==> config.mk <==
export PLATFORM = sky130hd
export DESIGN_NAME = sprayer_mode_timer_controller
export DESIGN_NICKNAME = d
export VERILOG_FILES = /design/src/rtl/core/smtc_pkg.sv /design/src/rtl/core/sprayer_mode_timer_controller.sv /design/src/rtl/core/smtc_cfg_regs.sv /design/src/rtl/core/smtc_key_qual.sv /design/src/rtl/core/smtc_core.sv
export SDC_FILE = /design/constraint.sdc
export NUM_CORES = 1
export LEC_CHECK = 0
export BUFFER_PORTS_ARGS = -buffer_cell sky130_fd_sc_hd__clkbuf_2
export CORE_ASPECT_RATIO = 0.8
export CORE_MARGIN = 3
export CORE_UTILIZATION = 61
export CTS_BUF_LIST = sky130_fd_sc_hd__clkbuf_4 sky130_fd_sc_hd__clkbuf_8
export CTS_CLUSTER_SIZE = 40
export DETAILED_ROUTE_END_ITERATION = 7
export PLACE_DENSITY = 0.84
export SLEW_MARGIN = 20
export SYNTH_ARGS = -nofsm -noshare
export SYNTH_HDL_FRONTEND = slang
export SYNTH_SLANG_ARGS = --single-unit
==> constraint.sdc <==
create_clock -name clk -period 10.7 [get_ports clk]
set_clock_uncertainty 0.05 [all_clocks]
set_input_delay 0.535 -clock clk [delete_from_list [all_inputs] [get_ports clk]]
set_output_delay 0.535 -clock clk [all_outputs]
set_load 0.05 [all_outputs]
==> src/rtl/core/smtc_pkg.sv <==
`timescale 1ns / 1ps

package smtc_pkg;

  localparam int CFG_IDX_W  = 3;
  localparam int CFG_DATA_W = 16;
  localparam int TDATA_W    = 8;

  localparam logic [CFG_IDX_W-1:0] CFG_SHORT_PRESS  = 3'd0;
  localparam logic [CFG_IDX_W-1:0] CFG_LONG_PRESS   = 3'd1;
  localparam logic [CFG_IDX_W-1:0] CFG_LED_TIMEOUT  = 3'd2;
  localparam logic [CFG_IDX_W-1:0] CFG_TICKS_HALF   = 3'd3;
  localparam logic [CFG_IDX_W-1:0] CFG_HALF_CYCLE   = 3'd4;
  localparam logic [CFG_IDX_W-1:0] CFG_SPRAY_ON     = 3'd5;
  localparam logic [CFG_IDX_W-1:0] CFG_CONT_LIMIT   = 3'd6;
  localparam logic [CFG_IDX_W-1:0] CFG_INTER_LIMIT  = 3'd7;

  localparam logic [7:0]  RST_SHORT_PRESS = 8'd8;
  localparam logic [9:0]  RST_LONG_PRESS  = 10'd300;
  localparam logic [10:0] RST_LED_TIMEOUT = 11'd1000;
  localparam logic [7:0]  RST_TICKS_HALF  = 8'd50;
  localparam logic [7:0]  RST_HALF_CYCLE  = 8'd12;
  localparam logic [7:0]  RST_SPRAY_ON    = 8'd6;
  localparam logic [15:0] RST_CONT_LIMIT  = 16'd2400;
  localparam logic [15:0] RST_INTER_LIMIT = 16'd4800;

  localparam logic [9:0] PRESS_MAX = 10'h3FF;

  localparam logic [1:0] MODE_OFF   = 2'd0;
  localparam logic [1:0] MODE_CONT  = 2'd1;
  localparam logic [1:0] MODE_INTER = 2'd2;

  localparam logic [1:0] EV_NONE  = 2'd0;
  localparam logic [1:0] EV_SHORT = 2'd1;
  localparam logic [1:0] EV_LONG  = 2'd2;

  typedef struct packed {
    logic [7:0]  short_press_ticks;
    logic [9:0]  long_press_ticks;
    logic [10:0] led_timeout_ticks;
    logic [7:0]  ticks_per_half_second;
    logic [7:0]  half_seconds_per_cycle;
    logic [7:0]  spray_on_half_seconds;
    logic [15:0] continuous_limit_cycles;
    logic [15:0] intermittent_limit_cycles;
  } cfg_t;

  typedef struct packed {
    logic [9:0] press_ticks;
    logic       long_reported;
  } key_state_t;

  typedef struct packed {
    logic [1:0] mode;
    logic       asleep;
    logic       led_on;
    logic       spray_on;
  } result_t;

endpackage

==> src/rtl/core/sprayer_mode_timer_controller.sv <==
`timescale 1ns / 1ps
// path: accepted input word -> input register -> output register -> out_tvalid
// throughput: one tick word per cycle while out_tready is high, set by the state update
// between the input register and the output register
// reset: synchronous active-low rst_n restores register defaults, clears all
// counters, mode off, spray off, led lit, awake; both stream sides empty

module sprayer_mode_timer_controller (
  input  logic                              clk,
  input  logic                              rst_n,
  input  logic                              in_tvalid,
  output logic                              in_tready,
  input  logic [smtc_pkg::TDATA_W-1:0]      in_tdata,   // [0] key_pressed
  output logic                              out_tvalid,
  input  logic                              out_tready,
  output logic [smtc_pkg::TDATA_W-1:0]      out_tdata,  // [0] spray_on, [1] led_on,
                                                        // [2] asleep, [4:3] mode
  input  logic                              cfg_valid,
  output logic                              cfg_ready,
  input  logic [smtc_pkg::CFG_IDX_W-1:0]    cfg_index,
  input  logic [smtc_pkg::CFG_DATA_W-1:0]   cfg_data
);

  smtc_pkg::cfg_t    cfg;
  smtc_pkg::result_t res_nxt;

  logic in_valid_r;
  logic key_r;
  logic out_valid_r;
  logic [smtc_pkg::TDATA_W-1:0] out_data_r;
  logic can_move;
  logic step;
  logic in_acc;

  assign can_move   = !out_valid_r || out_tready;
  assign step       = in_valid_r && can_move;
  assign in_tready  = !in_valid_r || can_move;
  assign in_acc     = in_tvalid && in_tready;
  assign out_tvalid = out_valid_r;
  assign out_tdata  = out_data_r;

  smtc_cfg_regs u_cfg_regs (
    .clk       (clk),
    .rst_n     (rst_n),
    .cfg_valid (cfg_valid),
    .cfg_ready (cfg_ready),
    .cfg_index (cfg_index),
    .cfg_data  (cfg_data),
    .cfg       (cfg)
  );

  smtc_core u_core (
    .clk     (clk),
    .rst_n   (rst_n),
    .step    (step),
    .key     (key_r),
    .cfg     (cfg),
    .res_nxt (res_nxt)
  );

  always_ff @(posedge clk) begin
    if (!rst_n) begin
      in_valid_r  <= 1'b0;
      out_valid_r <= 1'b0;
    end else begin
      if (in_acc) begin
        in_valid_r <= 1'b1;
      end else if (can_move) begin
        in_valid_r <= 1'b0;
      end
      if (step) begin
        out_valid_r <= 1'b1;
      end else if (out_tready) begin
        out_valid_r <= 1'b0;
      end
    end
  end

  always_ff @(posedge clk) begin
    if (in_acc) begin
      key_r <= in_tdata[0];
    end
    if (step) begin
      out_data_r <= {3'b000, res_nxt};
    end
  end

endmodule

==> src/rtl/core/smtc_cfg_regs.sv <==
`timescale 1ns / 1ps

module smtc_cfg_regs (
  input  logic                              clk,
  input  logic                              rst_n,
  input  logic                              cfg_valid,
  output logic                              cfg_ready,
  input  logic [smtc_pkg::CFG_IDX_W-1:0]    cfg_index,
  input  logic [smtc_pkg::CFG_DATA_W-1:0]   cfg_data,
  output smtc_pkg::cfg_t                    cfg
);

  smtc_pkg::cfg_t cfg_r;

  assign cfg_ready = 1'b1;
  assign cfg       = cfg_r;

  always_ff @(posedge clk) begin
    if (!rst_n) begin
      cfg_r.short_press_ticks         <= smtc_pkg::RST_SHORT_PRESS;
      cfg_r.long_press_ticks          <= smtc_pkg::RST_LONG_PRESS;
      cfg_r.led_timeout_ticks         <= smtc_pkg::RST_LED_TIMEOUT;
      cfg_r.ticks_per_half_second     <= smtc_pkg::RST_TICKS_HALF;
      cfg_r.half_seconds_per_cycle    <= smtc_pkg::RST_HALF_CYCLE;
      cfg_r.spray_on_half_seconds     <= smtc_pkg::RST_SPRAY_ON;
      cfg_r.continuous_limit_cycles   <= smtc_pkg::RST_CONT_LIMIT;
      cfg_r.intermittent_limit_cycles <= smtc_pkg::RST_INTER_LIMIT;
    end else if (cfg_valid) begin
      unique case (cfg_index)
        smtc_pkg::CFG_SHORT_PRESS: cfg_r.short_press_ticks         <= cfg_data[7:0];
        smtc_pkg::CFG_LONG_PRESS:  cfg_r.long_press_ticks          <= cfg_data[9:0];
        smtc_pkg::CFG_LED_TIMEOUT: cfg_r.led_timeout_ticks         <= cfg_data[10:0];
        smtc_pkg::CFG_TICKS_HALF:  cfg_r.ticks_per_half_second     <= cfg_data[7:0];
        smtc_pkg::CFG_HALF_CYCLE:  cfg_r.half_seconds_per_cycle    <= cfg_data[7:0];
        smtc_pkg::CFG_SPRAY_ON:    cfg_r.spray_on_half_seconds     <= cfg_data[7:0];
        smtc_pkg::CFG_CONT_LIMIT:  cfg_r.continuous_limit_cycles   <= cfg_data;
        smtc_pkg::CFG_INTER_LIMIT: cfg_r.intermittent_limit_cycles <= cfg_data;
      endcase
    end
  end

endmodule

==> src/rtl/core/smtc_key_qual.sv <==
`timescale 1ns / 1ps

module smtc_key_qual (
  input  logic                   key,
  input  smtc_pkg::key_state_t   ks,
  input  logic [7:0]             short_press_ticks,
  input  logic [9:0]             long_press_ticks,
  output smtc_pkg::key_state_t   ks_nxt,
  output logic [1:0]             ev
);

  logic [9:0] press_inc;

  always_comb begin
    press_inc = (ks.press_ticks != smtc_pkg::PRESS_MAX) ? ks.press_ticks + 10'd1
                                                        : ks.press_ticks;
    ks_nxt = ks;
    ev     = smtc_pkg::EV_NONE;
    if (key) begin
      ks_nxt.press_ticks = press_inc;
      if (press_inc >= long_press_ticks) begin
        ks_nxt.press_ticks = long_press_ticks;
        if (!ks.long_reported) begin
          ks_nxt.long_reported = 1'b1;
          ev                   = smtc_pkg::EV_LONG;
        end
      end
    end else begin
      if (ks.press_ticks < long_press_ticks &&
          ks.press_ticks >= {2'b00, short_press_ticks}) begin
        ev = smtc_pkg::EV_SHORT;
      end
      ks_nxt.press_ticks   = 10'd0;
      ks_nxt.long_reported = 1'b0;
    end
  end

endmodule

==> src/rtl/core/smtc_core.sv <==
`timescale 1ns / 1ps

module smtc_core (
  input  logic               clk,
  input  logic               rst_n,
  input  logic               step,
  input  logic               key,
  input  smtc_pkg::cfg_t     cfg,
  output smtc_pkg::result_t  res_nxt
);

  smtc_pkg::key_state_t ks_r, ks_nxt, ks_q;
  logic [1:0]  ev;
  logic [1:0]  mode_r, mode_nxt;
  logic        led_hold_r, led_hold_nxt;
  logic [11:0] led_timer_r, led_timer_nxt;
  logic [7:0]  tick_count_r, tick_count_nxt;
  logic [7:0]  half_count_r, half_count_nxt;
  logic [15:0] session_r, session_nxt;
  logic        spray_r, spray_nxt;
  logic        led_r, led_nxt;
  logic        sleep_r, sleep_nxt;

  logic [11:0] timeout_ext;
  logic [11:0] timeout_park;
  logic [15:0] limit;

  smtc_key_qual u_key_qual (
    .key               (key),
    .ks                (ks_r),
    .short_press_ticks (cfg.short_press_ticks),
    .long_press_ticks  (cfg.long_press_ticks),
    .ks_nxt            (ks_q),
    .ev                (ev)
  );

  always_comb begin
    timeout_ext    = {1'b0, cfg.led_timeout_ticks};
    timeout_park   = timeout_ext + 12'd1;
    limit          = 16'd0;
    ks_nxt         = ks_r;
    mode_nxt       = mode_r;
    led_hold_nxt   = led_hold_r;
    led_timer_nxt  = led_timer_r;
    tick_count_nxt = tick_count_r;
    half_count_nxt = half_count_r;
    session_nxt    = session_r;
    spray_nxt      = spray_r;
    led_nxt        = led_r;
    sleep_nxt      = sleep_r;

    if (sleep_r) begin
      if (key) begin
        sleep_nxt = 1'b0;
      end
    end else begin
      // led stage
      led_timer_nxt = led_timer_r + 12'd1;
      if (led_timer_nxt >= timeout_ext) begin
        if (!led_hold_r) begin
          led_nxt = 1'b0;
        end
        led_timer_nxt = timeout_park;
      end
      if (led_hold_r) begin
        led_nxt = 1'b1;
      end
      if (mode_r == smtc_pkg::MODE_INTER) begin
        spray_nxt = (half_count_r < cfg.spray_on_half_seconds);
      end

      // key stage
      ks_nxt = ks_q;
      unique case (ev)
        smtc_pkg::EV_SHORT: begin
          session_nxt = 16'd0;
          unique case (mode_r)
            smtc_pkg::MODE_OFF:  mode_nxt = smtc_pkg::MODE_CONT;
            smtc_pkg::MODE_CONT: mode_nxt = smtc_pkg::MODE_INTER;
            default:             mode_nxt = smtc_pkg::MODE_OFF;
          endcase
          if (mode_nxt == smtc_pkg::MODE_CONT) begin
            spray_nxt = 1'b1;
          end else if (mode_nxt == smtc_pkg::MODE_OFF) begin
            spray_nxt = 1'b0;
          end
        end
        smtc_pkg::EV_LONG: begin
          if (led_hold_r) begin
            led_hold_nxt  = 1'b0;
            led_timer_nxt = timeout_park;
          end else begin
            led_hold_nxt = 1'b1;
          end
        end
        default: begin
        end
      endcase

      // timer stage
      tick_count_nxt = tick_count_r + 8'd1;
      if (tick_count_nxt >= cfg.ticks_per_half_second) begin
        tick_count_nxt = 8'd0;
        half_count_nxt = half_count_r + 8'd1;
        if (half_count_nxt >= cfg.half_seconds_per_cycle) begin
          limit = (mode_nxt == smtc_pkg::MODE_INTER) ? cfg.intermittent_limit_cycles
                                                     : cfg.continuous_limit_cycles;
          half_count_nxt = 8'd0;
          session_nxt    = session_nxt + 16'd1;
          if (session_nxt >= limit ||
              (mode_nxt == smtc_pkg::MODE_OFF && led_timer_nxt >= timeout_ext &&
               !led_hold_nxt)) begin
            session_nxt = 16'd0;
            mode_nxt    = smtc_pkg::MODE_OFF;
            spray_nxt   = 1'b0;
            led_nxt     = 1'b0;
            sleep_nxt   = 1'b1;
          end
        end
      end
    end

    res_nxt.mode     = mode_nxt;
    res_nxt.asleep   = sleep_nxt;
    res_nxt.led_on   = led_nxt;
    res_nxt.spray_on = spray_nxt;
  end

  always_ff @(posedge clk) begin
    if (!rst_n) begin
      ks_r         <= '0;
      mode_r       <= smtc_pkg::MODE_OFF;
      led_hold_r   <= 1'b0;
      led_timer_r  <= 12'd0;
      tick_count_r <= 8'd0;
      half_count_r <= 8'd0;
      session_r    <= 16'd0;
      spray_r      <= 1'b0;
      led_r        <= 1'b1;
      sleep_r      <= 1'b0;
    end else if (step) begin
      ks_r         <= ks_nxt;
      mode_r       <= mode_nxt;
      led_hold_r   <= led_hold_nxt;
      led_timer_r  <= led_timer_nxt;
      tick_count_r <= tick_count_nxt;
      half_count_r <= half_count_nxt;
      session_r    <= session_nxt;
      spray_r      <= spray_nxt;
      led_r        <= led_nxt;
      sleep_r      <= sleep_nxt;
    end
  end

endmodule

; Word level (Yosys, flattened, before mapping)
; Cells that the tools add are included.
[op_classes]
n_addsub = 6
n_lt_le_gt_ge = 9
n_eq_ne = 15
muxes = 54
bitwise_logic = 1
reduce_logical = 28
[ops]
columns = cell, count
row1 = two-way mux 16 bit, 6
row2 = two-way mux 12 bit, 4
row3 = two-way mux 1 bit, 27
row4 = greater-or-equal comparator 12 x 11 -> 1 bit, 2
row5 = two-way mux 11 bit, 2
row6 = two-way mux 2 bit, 11
row7 = AND reduction 2 bit, 9
row8 = adder 16 x 1 -> 16 bit (second input constant), 1
row9 = adder 8 x 1 -> 8 bit (second input constant), 2
row10 = greater-or-equal comparator 16 bit, 1
row11 = greater-or-equal comparator 8 bit, 2
row12 = two-way mux 8 bit, 2
row13 = adder 11 x 1 -> 12 bit (second input constant), 1
row14 = adder 12 x 1 -> 12 bit (second input constant), 1
row15 = == test 3 bit (second input constant), 4
row16 = adder 10 x 1 -> 10 bit (second input constant), 1
row17 = greater-or-equal comparator 10 bit, 1
row18 = greater-or-equal comparator 10 x 8 -> 1 bit, 1
row19 = less-than comparator 10 bit, 1
row20 = two-way mux 10 bit, 1
row21 = != test 10 bit (second input constant), 1
row22 = less-than comparator 8 bit, 1
row23 = == test 2 x 1 -> 1 bit (second input constant), 3
row24 = == test 2 bit (second input constant), 3
row25 = 12 further kinds, 25
[word_totals]
regBits = 154
input_bits = 32
output_inout_bits = 11
wordCells = 136

; Longest topological paths before layout
[depth]
ltp_word = 18
depth_mapped = 24
depth_no_buf = 21

; Cells and area by module
; From an unflattened synthesis, not the netlist that was laid out.
[hier_totals]
hier_cells = 1180
area_unflattened_um2 = 10080.9
[modules_own_cells]
columns = mod, n_inst, cells_per_inst, area_each_um2, seq_area_each_um2
row1 = smtc_core, 1, 679, 5277.6, 1221.2
row2 = smtc_cfg_regs, 1, 321, 3309.4, 1701.6
row3 = smtc_key_qual, 1, 161, 1183.6, 0.0
row4 = sprayer_mode_timer_controller, 1, 19, 310.3, 220.2

; Worst setup path before layout
; No wires, ideal clock.
[synth_path]
kind = register to register
start = register u_core.ks_r[1] (netlist bit)
end = register out_data_r, in the netlist out_tdata[2], data pin
setup_time_ps = 268
arrival_time_ps = 4851
required_ps = 10382
setup_slack_ps = 5531
path_stages_with_launch = 24
path_buffers = 2
synth_period_minus_slack_ps = 5169
cell_sequence = dfxtp_1 -> ha_1 -> and3_1 -> clkbuf_1 -> nand3_1 -> nand2_1 -> xnor2_1 -> ha_1 -> a211oi_1 -> o21ai_1 -> a21oi_1 -> nor3b_1 -> a21boi_1 -> buf_2 -> mux2_2 -> ha_1 -> a2111oi_0 -> o21ai_0 -> a21oi_1 -> o21ba_2 -> nand2_1 -> a41oi_2 -> nand2b_1 -> mux2i_1
[synth_rtl]
columns = item, line_no
row1 = from (decl), smtc_core.sv:12  ; smtc_pkg::key_state_t ks_r, ks_nxt, ks_q;
row2 = from (signal assigned), smtc_core.sv:142  ; ks_r <= ks_nxt;
row3 = to (signal assigned), sprayer_mode_timer_controller.sv:84  ; out_data_r <= {3'b000, res_nxt};
row4 = to (decl), sprayer_mode_timer_controller.sv:30  ; logic [smtc_pkg::TDATA_W-1:0] out_data_r;

; Worst setup path in the final report
[layout_path]
start = register u_core.ks_r[1] (netlist bit)
end = register u_core.session_r[3]
[layout_between]
elab_chain_cells = 15
word_cells_on_any_way = 33
cone_classes = add/sub: 2 / order compare: 5 / eq/ne: 4 / mux: 16 / reduce/logical: 6
[layout_lines]
columns = item, line_no
row1 = adder 10 x 1 -> 10 bit or != test 10 bit (tied branches), smtc_key_qual.sv:15  ; press_inc = (ks.press_ticks != smtc_pkg::PRESS_MAX) ? ks.press_ticks + 10'd1
row2 = two-way mux 10 bit, smtc_key_qual.sv:15
row3 = greater-or-equal comparator 10 bit, smtc_key_qual.sv:21  ; if (press_inc >= long_press_ticks) begin
row4 = two-way mux 2 bit, smtc_key_qual.sv:21
row5 = two-way mux 2 bit *, smtc_key_qual.sv:19  ; if (key) begin
row6 = branches (longest 9 deep; another with adder 16 x 1 -> 16 bit), -
row7 = two-way mux 16 bit *, smtc_core.sv:102  ; if (tick_count_nxt >= cfg.ticks_per_half_second) begin
row8 = to (signal assigned), smtc_core.sv:148  ; session_r <= session_nxt;
row9 = to (decl), smtc_core.sv:19  ; logic [15:0] session_r, session_nxt;
; Every way passes the cells marked *. The select of a mux whose other input is x is not followed.
; A chain may end at the register's enable or synchronous reset.

==> results.toml <==
[outcome]
status = "complete, no violations"

[detailed_routing]
routed_wl_um = 24300
via_count = 8899
drc = 0
initialDrtViolationCount = 648
wl_per_cell_um = 16.4
firstDrtPassIters = 7
viasPerCell = 6.03
antenna_left = 0

[synthesis]
synth_mux_area_share_pct = 2.41
ys_types = 68
netlist_area_mm2 = 0.00997
synth_edf_count = 6
synth.largest_area_cell = "dfxtp_1"
synth.most_common_cell = "nand2_1"
syn_inst = 1257
synthSimpleGateAreaFrac_pct = 23.8
synth.avg_cell_area_um2 = 7.93
synth_top_family_by_area = "simple AND/OR/NAND/NOR gates"
ys.warnings.count = 0
ys_seq_elements = 154
synth_fa_ha_area_share_pct = 11.8
yosys.area.top_type_share_pct = 29.7
synthXorXnorAreaFrac_pct = 4.92
seq_area_frac_synth_pct = 31.5
synth_commonest_cells = "nand2_1 (245), dfxtp_1 (148), ha_1 (94)"
synthTopCellsByArea = "dfxtp_1 (30%), ha_1 (12%), nand2_1 (9.2%), a21boi_0 (5.3%), xnor2_1 (3.5%)"
async_flop_share_pct = 0
synth-compound-area-share_pct = 20.2
synth_flop_cell = "dfxtp_1"

[timing]
totalNegativeSetupSlack_ns = 0
finalHoldViolations = 0
fmax_ghz = 0.156
setup_viol_count_final = 0
fin_crit_ns = 6.41
slew_violations = 0
tightest_slew_ns = 1.01
rsz0062_at_grt = "false"
maxSlewHeadroom_pct = 32.6
fin_crit_sh_pct = 59.9

[finish]
final_cell_area_mm2 = 0.0106
final_cells = 1477
syn2layout_area_growth_pct = 6.83
fillers = 1345
layout.nets = 1375
n_antenna_cell = 0
drive_above_1_share_pct = 8.24

[clock_network]
cts_setup_buffers = 0
ctsResizeCount = 0
clk_latency_ns = 0.46
cts_tree = "done"
cts.clk_slew.worst_paths_ns = 0.08
cts.sinks = 154
cts_buffers = 17
clockRootBuffer = "clkbuf_8"
h-tree-depth = 4
cts_hold_buffers = 0
clock_path_buffers = 2

[global_route]
grt_pass1_wl_um = 40500
grt_pass1_vias = 8311
grt.total_usage_pct = 27.6
grt_start_max_net_pins = 114
overflow = 0
antenna_found_initial = 0

[floorplanning]
boundaryPins = 43
dieArea_mm2 = 0.0179
die_h_um = 120
rows = 41
start_util_pct = 62.7
core_area_mm2 = 0.0159
die_w_um = 149

[setup_path]
worstPathArrival_ns = 6.76
worst-setup-path-type = "reg2reg"
r2r-start = "u_core.ks_r[1]$_SDFFE_PN0P_"
path_max_fanout = 12
crit_start = "u_core.ks_r[1]$_SDFFE_PN0P_"
cp-start-kind = "flip-flop"
cp.required_ns = 11.05
cp-end-kind = "flip-flop"

[placement]
placedCellCount = 1445
place_area_mm2 = 0.0102
hpwl_um = 16700
gp_congestion = 0.859
port_buffers = 31

[power_and_ir_drop]
power_density_mw_per_mm2 = 113
ir_drop_mv = 0.122
p_leak_uw = 0.00418

[worst_hold_path]
hold_class = "in2reg"
hp-start = "in_tdata[0]"

[job]
maxCapViolations = 0
==> layer usage <==
| layer | global-route usage (%) | part of all wire (%) | routed length [um] |
|---|---|---|---|
| met1 | 38.9 | 47 | 11400 |
| met2 | 42.9 | 44 | 10700 |
| met3 | 5.25 | 6.6 | 1610 |
| met4 | 8.63 | 2.2 | 526 |
| met5 | 0 | 0 | 0 |
==> sequential cells by signal, indices dropped and copies added, names as in the netlist, 2 cells and up <==
name                 cells
u_core.led_timer_r      12
u_core.session_r        16
out_tdata                5
u_cfg_regs.cfg          85
u_core.half_count_r      8
u_core.mode_r            2
u_core.ks_r             11
u_core.tick_count_r      8
==> final cells by class <==
type | instances | area, um^2 | share of cell area (%)
clock buffers | 21 | 264 | 2.48
clock inverters | 11 | 194 | 1.82
inverters | 59 | 221 | 2.08
multi-input cells | 975 | 6310 | 59.3
flip-flops and latches | 154 | 3150 | 29.5
well taps | 215 | 269 | 2.53
repair buffers | 42 | 240 | 2.26
==> power by group <==
part	leakage, uW	internal [uW]	switching, uW
Combinational	0.00270	31.8	61.6
Clock	0.000232	289	229
Sequential	0.00125	587	9.24
==> layout by cell type (no fill, tap or decap), drive strengths merged, types with 12 or more instances in the layout <==
cell type / synthesis / final
a22o: 16 / 16
nand2: 245 / 245
o311ai: 15 / 15
nor2: 51 / 51
o211ai: 21 / 21
clkbuf: 56 / 51
dfxtp: 148 / 148
nand2b: 13 / 13
nand3: 48 / 48
and2: 15 / 15
mux2: 13 / 13
inv: 58 / 59
buf: 15 / 12
nand4: 16 / 16
a21oi: 45 / 45
a21boi: 73 / 73
ha: 94 / 94
o21ai: 62 / 62
o22ai: 16 / 16
nor3: 33 / 33
xnor2: 40 / 40
xor2: 16 / 16
nor3b: 12 / 12
nor2b: 44 / 44
==> worst paths after layout <==
kind,endpoint,slack [ns],depth (start not counted)
worst max-delay path,u_core.session_r[3]$_SDFFE_PN0P_,4.29,21
worst min-delay path,key_r$_DFFE_PP_,0.21,1
worst max register to register,u_core.session_r[3]$_SDFFE_PN0P_,4.29,21
worst min register to register,u_cfg_regs.cfg[82]$_SDFFE_PN0P_,0.42,2
==> worst max-delay path, stage by stage (launching register included) <==
cell and delay, ns:
dfxtp_1 0.49, ha_1 0.25, and3_1 0.27, nand3_1 0.37, nand2_1 0.21, xnor2_1 0.18
ha_1 0.30, a211oi_1 0.19, o21ai_1 0.12, a21oi_1 0.25, nor3b_1 0.17, a21boi_2 0.55
mux2_2 0.42, ha_1 0.29, a2111oi_0 0.39, o21ai_0 0.15, a21oi_1 0.24, o21ba_2 0.20
nand2_1 0.08, a41oi_2 0.40, and4_1 0.54, a22o_1 0.20
==> metrics by stage <==
step,hold slack [ns],utilization [%],power (uW),setup slack [ns]
finish,0.210,67.0,1210,4.29
global route,0.193,67.0,1250,3.72
CTS,0.192,66.9,1210,4.06
detailed placement,0.410,64.0,701,4.12
global placement,0.403,64.0,697,4.28
floorplan,0.393,-,675,5.53
==> cells by family (layout without fill, tap and decap cells) <==
logic type               count (synthesis)  after routing
adder cells (fa/ha/maj)                 94             94
AO/OA/AOI/OAI                          295            295
flip-flops                             154            154
AND/OR/NAND/NOR                        504            504
XOR/XNOR                                56             56
multiplexers                            22             22
other                                    2              4
buffers and inverters                  130            133
Power figures use the tool's default switching activity.
